**config.mk**
```make
export PLATFORM = sky130hd
export DESIGN_NAME = strict_utf8_validator
export DESIGN_NICKNAME = d
export VERILOG_FILES = /design/src/design/su8val_pkg.sv /design/src/design/strict_utf8_validator.sv
export VERILOG_INCLUDE_DIRS = /design/src /design/src/design
export SDC_FILE = /design/constraint.sdc
export NUM_CORES = 1
export LEC_CHECK = 0
export BUFFER_PORTS_ARGS = -buffer_cell sky130_fd_sc_hd__buf_2
export CAP_MARGIN = 20
export CORE_AREA = 2 2 48 50
export CTS_CLUSTER_DIAMETER = 120
export DETAILED_ROUTE_END_ITERATION = 7
export DIE_AREA = 0 0 50 52
export HOLD_SLACK_MARGIN = 0.1
export PLACE_DENSITY = 0.78
export SYNTH_ARGS = -nofsm -noshare
export SYNTH_HDL_FRONTEND = slang
export SYNTH_SLANG_ARGS = --single-unit
export TNS_END_PERCENT = 50
```
**constraint.sdc**
```tcl
create_clock -name clk -period 4.03 [get_ports clk]
set_input_delay 0.403 -clock clk [delete_from_list [all_inputs] [get_ports clk]]
set_output_delay 0.403 -clock clk [all_outputs]
set_load 0.02 [all_outputs]
```
**src/design/strict_utf8_validator_macros.svh**
```systemverilog
// Assertion macros used by the strict UTF-8 validator RTL.
`ifndef STRICT_UTF8_VALIDATOR_MACROS_SVH
`define STRICT_UTF8_VALIDATOR_MACROS_SVH

// The consequent must hold in the same cycle as the antecedent.
`define SU8V_ASSERT_SAME(label, clk, rst, ante, cons, msg) \
  label: assert property (@(posedge clk) disable iff (rst) (ante) |-> (cons)) \
    else $error(msg);

// The consequent must hold in the cycle after the antecedent.
`define SU8V_ASSERT_NEXT(label, clk, rst, ante, cons, msg) \
  label: assert property (@(posedge clk) disable iff (rst) (ante) |=> (cons)) \
    else $error(msg);

`endif

```
**src/design/su8val_pkg.sv**
```systemverilog
// Constants and types for the strict UTF-8 validator.
package su8val_pkg;

  localparam int PendingW = 2;
  localparam int PointW   = 21;
  localparam int WidthW   = 3;

  // Lead byte ranges.
  localparam logic [7:0] ASCII_MAX  = 8'h7F;
  localparam logic [7:0] LEAD2_MIN  = 8'hC2;
  localparam logic [7:0] LEAD2_MAX  = 8'hDF;
  localparam logic [7:0] LEAD3_MIN  = 8'hE0;
  localparam logic [7:0] LEAD3_MAX  = 8'hEF;
  localparam logic [7:0] LEAD4_MIN  = 8'hF0;
  localparam logic [7:0] LEAD4_MAX  = 8'hF4;

  // Continuation byte form.
  localparam logic [7:0] CONT_MASK  = 8'hC0;
  localparam logic [7:0] CONT_TAG   = 8'h80;

  // Code point limits.
  localparam logic [PointW-1:0] MIN_3BYTE = 21'h000800;
  localparam logic [PointW-1:0] MIN_4BYTE = 21'h010000;
  localparam logic [PointW-1:0] SURR_LO   = 21'h00D800;
  localparam logic [PointW-1:0] SURR_HI   = 21'h00DFFF;
  localparam logic [PointW-1:0] MAX_POINT = 21'h10FFFF;

  // Sequence widths.
  localparam logic [WidthW-1:0] SEQ_NONE = 3'd0;
  localparam logic [WidthW-1:0] SEQ_1    = 3'd1;
  localparam logic [WidthW-1:0] SEQ_2    = 3'd2;
  localparam logic [WidthW-1:0] SEQ_3    = 3'd3;
  localparam logic [WidthW-1:0] SEQ_4    = 3'd4;

  typedef struct packed {
    logic [PendingW-1:0] bytes_pending;
    logic [PointW-1:0]   partial_point;
    logic [WidthW-1:0]   seq_width;
    logic                error_seen;
  } dec_state_t;

  localparam dec_state_t DEC_CLEAR = '{
    bytes_pending: '0,
    partial_point: '0,
    seq_width:     SEQ_NONE,
    error_seen:    1'b0
  };

endpackage

```
**src/design/strict_utf8_validator.sv**
```systemverilog
// Strict UTF-8 string validator: byte-wise decoder with a registered verdict.
// Latency: the verdict for a string appears in the cycle after its final byte transfers.
// Throughput: one byte per cycle; the decoder state updates in the accepting cycle.
// A byte stalls only while a verdict is held in the output register and out_ready is low.
// Reset (rst, synchronous, active high) clears the decoder state and the output valid.
`include "strict_utf8_validator_macros.svh"

module strict_utf8_validator (
  input  logic       clk,
  input  logic       rst,
  input  logic       in_valid,
  output logic       in_ready,
  input  logic [7:0] text_byte,
  input  logic       final_byte,
  output logic       out_valid,
  input  logic       out_ready,
  output logic       text_valid
);
  import su8val_pkg::*;

  // Decoder state held between bytes of one string.
  dec_state_t dec;
  dec_state_t dec_next;

  // State after the current byte, before the end-of-string clear.
  dec_state_t stepped;

  logic                in_xfer;
  logic                verdict;
  logic [PointW-1:0]   shifted_point;
  logic [PendingW-1:0] pending_dec;

  // The input side stalls only when a verdict is held and not being taken.
  assign in_ready = !out_valid || out_ready;
  assign in_xfer  = in_valid && in_ready;

  // Continuation bytes append six payload bits to the code point.
  assign shifted_point = {dec.partial_point[PointW-7:0], text_byte[5:0]};
  assign pending_dec   = dec.bytes_pending - 2'd1;

  // Decode one byte. Once an error has been seen the rest of the string is
  // ignored, and the error path always leaves the decoder fields cleared.
  always_comb begin
    stepped = dec;
    if (!dec.error_seen) begin
      if (dec.bytes_pending == '0) begin
        // A lead byte is expected.
        if (text_byte == '0) begin
          stepped = DEC_CLEAR;
          stepped.error_seen = 1'b1;
        end else if (text_byte <= ASCII_MAX) begin
          stepped.seq_width     = SEQ_1;
          stepped.partial_point = PointW'(text_byte);
          stepped.bytes_pending = 2'd0;
        end else if (text_byte inside {[LEAD2_MIN:LEAD2_MAX]}) begin
          stepped.seq_width     = SEQ_2;
          stepped.partial_point = PointW'(text_byte[4:0]);
          stepped.bytes_pending = 2'd1;
        end else if (text_byte inside {[LEAD3_MIN:LEAD3_MAX]}) begin
          stepped.seq_width     = SEQ_3;
          stepped.partial_point = PointW'(text_byte[3:0]);
          stepped.bytes_pending = 2'd2;
        end else if (text_byte inside {[LEAD4_MIN:LEAD4_MAX]}) begin
          stepped.seq_width     = SEQ_4;
          stepped.partial_point = PointW'(text_byte[2:0]);
          stepped.bytes_pending = 2'd3;
        end else begin
          // Stray continuation, C0, C1 or F5 and above.
          stepped = DEC_CLEAR;
          stepped.error_seen = 1'b1;
        end
      end else begin
        // A continuation byte is expected.
        if ((text_byte & CONT_MASK) != CONT_TAG) begin
          stepped = DEC_CLEAR;
          stepped.error_seen = 1'b1;
        end else begin
          stepped.partial_point = shifted_point;
          stepped.bytes_pending = pending_dec;
          // When the sequence completes, reject overlong forms, surrogates
          // and anything beyond the last code point.
          if (pending_dec == '0) begin
            if ((dec.seq_width == SEQ_3 && shifted_point < MIN_3BYTE) ||
                (dec.seq_width == SEQ_4 && shifted_point < MIN_4BYTE) ||
                (shifted_point >= SURR_LO && shifted_point <= SURR_HI) ||
                (shifted_point > MAX_POINT)) begin
              stepped = DEC_CLEAR;
              stepped.error_seen = 1'b1;
            end
          end
        end
      end
    end
  end

  // A string is valid when no error was seen and no sequence is left open.
  assign verdict = !stepped.error_seen && (stepped.bytes_pending == '0);

  // The final byte returns the decoder to its reset state.
  always_comb begin
    dec_next = dec;
    if (in_xfer) begin
      dec_next = final_byte ? DEC_CLEAR : stepped;
    end
  end

  always_ff @(posedge clk) begin
    if (rst) begin
      dec <= DEC_CLEAR;
    end else begin
      dec <= dec_next;
    end
  end

  // Result register: loaded on the final byte, emptied by an output transfer.
  always_ff @(posedge clk) begin
    if (rst) begin
      out_valid <= 1'b0;
    end else if (in_xfer && final_byte) begin
      out_valid <= 1'b1;
    end else if (out_ready) begin
      out_valid <= 1'b0;
    end
  end

  always_ff @(posedge clk) begin
    if (in_xfer && final_byte) begin
      text_valid <= verdict;
    end
  end

  // After an error only the sticky flag remains; the decoder fields are clear.
  `SU8V_ASSERT_SAME(a_err_clears_decoder, clk, rst, dec.error_seen,
    dec.bytes_pending == '0 && dec.partial_point == '0 && dec.seq_width == SEQ_NONE,
    "decoder fields not cleared after an error")
  // The number of pending continuation bytes is below the sequence width.
  `SU8V_ASSERT_SAME(a_pending_fits_width, clk, rst, dec.bytes_pending != '0,
    dec.seq_width > WidthW'(dec.bytes_pending),
    "pending continuation count exceeds the sequence width")
  // A final byte transfer leaves the decoder in its reset state.
  `SU8V_ASSERT_NEXT(a_final_clears_state, clk, rst, in_xfer && final_byte,
    dec == DEC_CLEAR, "decoder state not cleared after the final byte")
  // A final byte transfer always yields a held verdict in the next cycle.
  `SU8V_ASSERT_NEXT(a_final_gives_result, clk, rst, in_xfer && final_byte,
    out_valid, "no verdict after the final byte")

endmodule
```
==> results of run 1 <==
-- state kept, by name (all words and copies together) (netlist names) --
signal,flops
dec,21
text_valid,1
out_valid,1
-- synth_stat cells, types with 2 or more instances --
master and n:
sky130_fd_sc_hd__or4_1 2, sky130_fd_sc_hd__o22ai_1 3, sky130_fd_sc_hd__ha_1 2, sky130_fd_sc_hd__o311a_1 2, sky130_fd_sc_hd__dfxtp_1 22, sky130_fd_sc_hd__nand2b_1 2, sky130_fd_sc_hd__nor4b_1 2, sky130_fd_sc_hd__a21oi_1 4
sky130_fd_sc_hd__o2bb2ai_1 3, sky130_fd_sc_hd__o31ai_1 4, sky130_fd_sc_hd__o32ai_1 2, sky130_fd_sc_hd__o21ai_0 4, sky130_fd_sc_hd__nor3_1 3, sky130_fd_sc_hd__nor2_1 5, sky130_fd_sc_hd__clkbuf_1 3, sky130_fd_sc_hd__buf_2 2
sky130_fd_sc_hd__inv_1 9, sky130_fd_sc_hd__nand2_1 10, sky130_fd_sc_hd__a22o_1 15
-- worst max-delay path: cells and delay by family, from the launching register on --
family	cells	cell delay, ps
AOI/OAI and AO/OA	3	850
and+or+nand+nor	1	530
DFF	1	400
adders and majority gates	1	270
buffers and inverters	1	70
-- per-layer routing --
metal | vias to the layer above | wire length (um) | global-route usage (%)
li1 | 522 | - | -
met3 | 2 | 108 | 2.59
met1 | 497 | 1240 | 28.9
met4 | 0 | 27 | 6.94
met2 | 29 | 1170 | 33.6
met5 | - | 0 | 0
-- power groups by stage --
| stage | Combinational, W | Sequential [W] | Clock (W) |
|---|---|---|---|
| finish | 0.0000519 | 0.000238 | 0.000104 |
| global route | 0.0000576 | 0.000238 | 0.000112 |
| CTS | 0.0000515 | 0.000237 | 0.000106 |
| detailed placement | 0.0000513 | 0.000243 | 0 |
| global placement | 0.0000495 | 0.000242 | 0 |
| floorplan | 0.0000333 | 0.000243 | 0 |
-- logic make-up (layout without fill, tap and decap cells) --
family	Yosys count	after routing
flip-flops	23	23
adder cells (fa/ha/maj)	2	2
AO/OA/AOI/OAI	50	50
AND/OR/NAND/NOR	36	36
buffers and inverters	14	29
-- through the flow --
step,setup slack [ps],cells,power [W]
after floorplan,2000,125,0.000276
after global placement,1800,163,0.000292
after detailed placement,1760,164,0.000294
after CTS,1870,168,0.000395
after global routing,1780,168,0.000407
final,1870,168,0.000394
-- how the worst max path moves through the flow --
stage               slack (ps)          to
floorplan                 2000  text_valid
global placement          1800  text_valid
detailed placement        1760  text_valid
CTS                       1870      dec[3]
global route              1780  text_valid
finish                    1870      dec[3]
-- final cells by class --
| cell class | instances | area, um^2 | share of cell area [%] |
|---|---|---|---|
| multi-input combinational | 88 | 673 | 50.9 |
| sequential | 23 | 470 | 35.6 |
| timing repair buffer | 16 | 82.6 | 6.25 |
| inverter | 9 | 33.8 | 2.56 |
| tap | 28 | 35.0 | 2.65 |
| clock buffer | 4 | 26.3 | 1.99 |
==> results.rst, run 1 <==
.. list-table::
   :header-rows: 1

   * - Metric
     - Value
   * - Startpoint of the tightest hold check path
     - text_byte[0]
   * - Clk network pwr share
     - 26.5%
   * - Type of the tightest min-delay check
     - input pin to register
   * - End of the worst hold path
     - dec[4]
   * - Library cell with the largest summed area after synthesis
     - sky130_fd_sc_hd__dfxtp_1
   * - Multiplexer area fraction after synthesis
     - 0%
   * - Power per cell area
     - just under 300 mW/mm^2
   * - Kind of start point of the critical path
     - register
   * - Standby leakage power
     - 0.507 nW
   * - CP Max Fanout
     - 7
   * - RD Place Congestion
     - 0.890
   * - Maxcap violations
     - 0
   * - Run status
     - finished clean
   * - Number of detailed-routing iterations run before antenna repair
     - 4
   * - Clock Skew
     - 1.43 ps
   * - Dominant combinational cell family by area after synthesis
     - compound AO/OA/AOI/OAI gates
   * - Synthesized-area fraction occupied by adder cells
     - between 2 and 2.5%
   * - Site Rows
     - 17
   * - Syn Inst Count
     - 125
   * - Initial antenna violation count
     - 0
   * - Overall track demand over capacity in global routing
     - roughly a fifth
   * - Critical path's largest stage delay
     - 530 ps
   * - Critical Path RT
     - 4280 ps
   * - Post-cts sizing count
     - 0
   * - Share of the synthesized area in compound gates (AO/OA/AOI/OAI)
     - 35.7%
   * - Number of distinct standard cells referenced by the synthesized netlist
     - 45
   * - Vertical extent of the die
     - 52 um
   * - Antenna diodes
     - 0
   * - Xor and xnor fraction of the mapped netlist area
     - 0%
   * - Fin crit period
     - 2160 ps
   * - Share of the synthesized area in the top cell type
     - 36.7%
   * - Actual transition at the worst max-transition pin
     - ~990 ps
   * - Average routed wire per standard cell
     - between 15 and 20 um
   * - FF-to-FF path depth
     - 6
   * - Start of the worst register-to-register path
     - dec[25]
   * - Ratio of cells with drive above 1 in the final layout
     - 20.7%
   * - DRC violations left
     - 0
   * - Portion of the post-synthesis area used by sequential elements
     - 39.2%
   * - Share of synthesized flip-flops with an asynchronous set or reset
     - 0%
   * - CTS hold repair buffers
     - 0
   * - Slew HR
     - 33.3%
   * - Most common cell after layout, fill and taps aside
     - sky130_fd_sc_hd__dfxtp_1
   * - Top library cells by usage in the layout, fill and taps aside
     - sky130_fd_sc_hd__dfxtp_1 (22), sky130_fd_sc_hd__a22o_1 (15), sky130_fd_sc_hd__buf_2 (15), sky130_fd_sc_hd__nand2_1 (10), sky130_fd_sc_hd__inv_1 (9)
   * - Half-perimeter wire length after detailed placement
     - a little under 2000 um
   * - Cell at the slowest stage of the critical path
     - sky130_fd_sc_hd__or3b_2
   * - Count of endpoints failing hold in the final timing report
     - 0
   * - Cell Area, Placed
     - 0.00129 mm^2
   * - Warnings, synthesis
     - 0
   * - Number of sinks driven by the clock tree
     - 23
   * - Cell area after technology mapping
     - 0.00120 mm^2
   * - Area growth syn-to-layout
     - 10.2%
   * - First-pass GRT wire length
     - 4160 um
   * - Via count of the first global-routing pass
     - 904
   * - Fraction of the mapped netlist area in simple logic gates
     - 18.4%
   * - Layout filler cell count
     - between 150 and 200
   * - Initial core utilization
     - 56.9%
   * - Largest net degree at the start of global routing
     - 13
   * - Number of nets in the synthesized netlist
     - 140
   * - Share of the clock period used by the worst path
     - 53.7%
   * - Post-CTS Repair Setup Buffers
     - 0
   * - Max frequency
     - between 400 and 500 MHz
   * - Total overflow reported by the global router
     - 0
   * - Maximum ir drop on the vdd rail
     - 177 uV
   * - Design Area, Final
     - 0.00132 mm^2
   * - Avg Synthesized Cell Area
     - 9.59 um^2
   * - Fraction of the core area covered by cells at the end of the flow
     - between 60% and 70%
   * - Depth of the CTS H-tree
     - 1
   * - Worst setup path start
     - dec[25]
   * - Final hold slack
     - roughly 340 ps
   * - Type of destination of the critical path
     - register
   * - Worst-path clk slew
     - 120 ps
   * - Reg2reg end
     - dec[3]
   * - Inserted Clock Buffers
     - 3
   * - Clock tree from TritonCTS
     - done
   * - Flops & latches, synth
     - 23
   * - Final count of pins violating max slew
     - 0
   * - Root Buffer
     - sky130_fd_sc_hd__clkbuf_4
   * - Internal power summed over all cells
     - 0.000293 W
   * - Quantity of I/O buffers inserted on ports
     - 15
   * - Sequence of cells on the critical path
     - inv_1, ha_1, or3b_2, a2111o_1, o22ai_1, a22o_1
   * - Switching power as a share of total power
     - 25.6%
   * - Setup TNS
     - 0 ps
   * - FF-to-FF setup slack
     - 1870 ps
   * - Width of the chip
     - 50 um
   * - Share of total power in sequential cells
     - 60.3%
   * - Final net count
     - 156
   * - Via density
     - 6.25
   * - Initial detailed-routing violation count
     - 36
   * - Number of stages on the worst hold path
     - 2
   * - Die area
     - 0.00260 mm^2
   * - Switch Pwr
     - 0.000101 W
   * - Arrival time at the worst endpoint
     - 2420 ps
   * - Count of nets left with antenna violations after detail routing
     - 0
   * - Deepest clock path buffer count
     - 2
   * - Number of top-level pins
     - 16
   * - Worst-Skew Late Latency
     - 300 ps
   * - Overall routed net length
     - around 2500 um
   * - Placeable core region
     - 0.00211 mm^2
   * - Finish-stage setup viols
     - 0
   * - Cells taking the most area after synthesis
     - sky130_fd_sc_hd__dfxtp_1 (37%), sky130_fd_sc_hd__a22o_1 (11%), sky130_fd_sc_hd__nand2_1 (3.1%)
   * - Setup repair after global routing missed its margin
     - no
   * - EDFF count, synth
     - 1
   * - Proportion of power drawn by combinational gates
     - approximately an eighth
   * - Setup Crit Path Kind
     - register to register
   * - Vias after detailed routing
     - about 1100
   * - Ys flop type
     - sky130_fd_sc_hd__dfxtp_1
No activity file was read; power rests on OpenSTA's default activity.
==> inputs of run 2 (changes only) <==
- CORE_AREA: 2 2 48 50 -> 2 2 50 52
- DIE_AREA: 0 0 50 52 -> 0 0 52 54
- PLACE_DENSITY: 0.78 -> 0.72
- clock period: 4.03 -> 2.25 ns (I/O delays scaled with it)
==> run 2 against run 1 <==
Global-route usage fell by 0.54 points. Register-to-register slack got worse by 1700 ps. First-iteration DRC count rose by 8.3%. Final cell count rose by 3.0%. Non-clock buffer count rose by 3. Worst setup slack got worse by 1700 ps. Final area rose by 1.9%. Sequential power rose by 79%. Maximum frequency rose by 4.8%. Largest power group unchanged.
==> results.rst, run 2 (synthesis gave the netlist of run 1 again) <==
.. list-table::
   :header-rows: 1

   * - Metric
     - Value
   * - Run status
     - finished clean (unchanged)
   * - Width of the chip
     - 52 um (was 50 um)
   * - Slew HR
     - 62.2% (was 33.3%)
   * - Top library cells by usage in the layout, fill and taps aside
     - sky130_fd_sc_hd__dfxtp_1 (22), sky130_fd_sc_hd__a22o_1 (15), sky130_fd_sc_hd__buf_2 (15), sky130_fd_sc_hd__nand2_1 (10), sky130_fd_sc_hd__inv_1 (9) (unchanged)
   * - Post-CTS Repair Setup Buffers
     - 0 (unchanged)
   * - Antenna diodes
     - 0 (unchanged)
   * - Max frequency
     - 484 MHz (was 462 MHz)
   * - Largest net degree at the start of global routing
     - 15 (was 13)
   * - Placeable core region
     - 0.00232 mm^2 (was 0.00211 mm^2)
   * - Overall routed net length
     - 2630 um (was 2550 um)
   * - Number of detailed-routing iterations run before antenna repair
     - 4 (unchanged)
   * - Site Rows
     - 18 (was 17)
   * - Critical path's largest stage delay
     - 510 ps (was 530 ps)
   * - Finish-stage setup viols
     - 0 (unchanged)
   * - Number of top-level pins
     - 16 (unchanged)
   * - Design Area, Final
     - 0.00135 mm^2 (was 0.00132 mm^2)
   * - Registers with the most flip-flops
     - dec (21), out_valid (1), text_valid (1) (unchanged)
   * - Via density
     - 6.27 (was 6.25)
   * - Type of the tightest min-delay check
     - input pin to register (unchanged)
   * - Via count of the first global-routing pass
     - 898 (was 904)
   * - Setup TNS
     - 0 ps (unchanged)
   * - Worst-Skew Late Latency
     - 300 ps (about the same)
   * - Number of sinks driven by the clock tree
     - 23 (unchanged)
   * - Standby leakage power
     - 0.522 nW (was 0.507 nW)
   * - Maximum ir drop on the vdd rail
     - 358 uV (was 177 uV)
   * - Half-perimeter wire length after detailed placement
     - 2000 um (was 1980 um)
   * - Critical Path RT
     - 2500 ps (was 4280 ps)
   * - Setup repair after global routing missed its margin
     - no (unchanged)
   * - Initial detailed-routing violation count
     - 39 (was 36)
   * - Count of nets left with antenna violations after detail routing
     - 0 (unchanged)
   * - Area growth syn-to-layout
     - 12.3% (was 10.2%)
   * - Quantity of I/O buffers inserted on ports
     - 15 (unchanged)
   * - Most common cell after layout, fill and taps aside
     - sky130_fd_sc_hd__dfxtp_1 (unchanged)
   * - Arrival time at the worst endpoint
     - 2320 ps (was 2420 ps)
   * - Kind of start point of the critical path
     - register (unchanged)
   * - Ratio of cells with drive above 1 in the final layout
     - 22.4% (was 20.7%)
   * - Count of endpoints failing hold in the final timing report
     - 0 (unchanged)
   * - Final net count
     - 159 (was 156)
   * - Number of flip-flops in the largest register
     - 21 (unchanged)
   * - Inserted Clock Buffers
     - 3 (unchanged)
   * - Cell Area, Placed
     - 0.00132 mm^2 (was 0.00129 mm^2)
   * - Vias after detailed routing
     - 1085 (was 1050)
   * - Depth of the CTS H-tree
     - 1 (unchanged)
   * - Worst-path clk slew
     - 120 ps (about the same)
   * - Cell at the slowest stage of the critical path
     - sky130_fd_sc_hd__or3b_2 (unchanged)
   * - Maxcap violations
     - 0 (unchanged)
   * - DRC violations left
     - 0 (unchanged)
   * - Sequence of cells on the critical path
     - inv_1, ha_1, or3b_2, a2111o_1, o22ai_1, a22o_1 (unchanged)
   * - Average routed wire per standard cell
     - 15.2 um (about the same)
   * - Root Buffer
     - sky130_fd_sc_hd__clkbuf_4 (unchanged)
   * - Fraction of the core area covered by cells at the end of the flow
     - 58.0% (was 62.7%)
   * - Overall track demand over capacity in global routing
     - 20.3% (was 20.9%)
   * - Type of destination of the critical path
     - register (unchanged)
   * - Clock tree from TritonCTS
     - done (unchanged)
   * - Initial antenna violation count
     - 0 (unchanged)
   * - Setup Crit Path Kind
     - register to register (unchanged)
   * - Initial core utilization
     - 51.7% (was 56.9%)
   * - Deepest clock path buffer count
     - 2 (unchanged)
   * - CP Max Fanout
     - 5 (was 7)
   * - Actual transition at the worst max-transition pin
     - 568 ps (was 986 ps)
   * - Clock Skew
     - 5.15 ps (was 1.43 ps)
   * - Share of the clock period used by the worst path
     - 91.8% (was 53.7%)
   * - CTS hold repair buffers
     - 0 (unchanged)
   * - Most flop-heavy register
     - dec (unchanged)
   * - Design Power
     - 0.000706 W (was 0.000394 W)
   * - Die area
     - 0.00281 mm^2 (was 0.00260 mm^2)
   * - First-pass GRT wire length
     - 4170 um (was 4160 um)
   * - Power per cell area
     - 525 mW/mm^2 (was 298 mW/mm^2)
   * - Fin crit period
     - 2070 ps (was 2160 ps)
   * - Vertical extent of the die
     - 54 um (was 52 um)
   * - Final count of pins violating max slew
     - 0 (unchanged)
   * - Total overflow reported by the global router
     - 0 (unchanged)
   * - RD Place Congestion
     - 0.829 (was 0.890)
   * - Post-cts sizing count
     - 0 (unchanged)
==> run 2: cell types whose count changed in the layout (fill, tap and decap cells not counted) <==
cell                    change
sky130_fd_sc_hd__buf_4      +3
==> run 2: metal layers <==
metal / global-route usage, % / share of wire, %
met1: 29.0 / 50
met2: 30.2 / 44
met3: 2.78 / 3.8
met4: 9.65 / 2.2
met5: 0 / 0
==> run 2: stage by stage <==
step,std cells,hold WS [ps],setup slack (ps)
4_1_cts,173,162,166
3_5_place_dp,169,452,173
2_1_floorplan,125,351,304
3_3_place_gp,169,445,199
5_1_grt,173,159,55.1
6_report,173,163,184
==> run 2: path summary, 6_finish.rpt <==
| kind | from | to | slack, ps | depth (start not counted) |
|---|---|---|---|---|
| worst max-delay path | dec[25] | dec[3] | 180 | 6 |
| worst min register to register | dec[26] | dec[26] | 480 | 2 |
| worst max register to register | dec[25] | dec[3] | 180 | 6 |
| worst min-delay path | text_byte[0] | dec[4] | 160 | 2 |
==> run 2: report_power, final <==
part | switching, W | internal (W) | leakage, nW | total (W)
logic | 0.0000570 | 0.0000373 | 0.320 | 0.0000943
registers | 0.00000590 | 0.000419 | 0.187 | 0.000425
clock network | 0.000118 | 0.0000690 | 0.0150 | 0.000187
total | 0.000181 | 0.000526 | 0.522 | 0.000706
==> run 2: critical path, delay by kind of cell (launching register included) <==
family / cells / cell delay (ps)
flops: 1 / 390
simple gates: 1 / 510
compound gates: 3 / 840
fa+ha+maj: 1 / 200
buf+inv: 1 / 70
==> run 2: layout make-up <==
cell class / count / area, um^2
Timing Repair Buffer: 19 / 105
Tap cell: 30 / 37.5
Clock buffer: 4 / 26.3
Inverter: 9 / 33.8
Sequential cell: 23 / 470
Multi-Input combinational cell: 88 / 673
Fill cell: 197 / 973
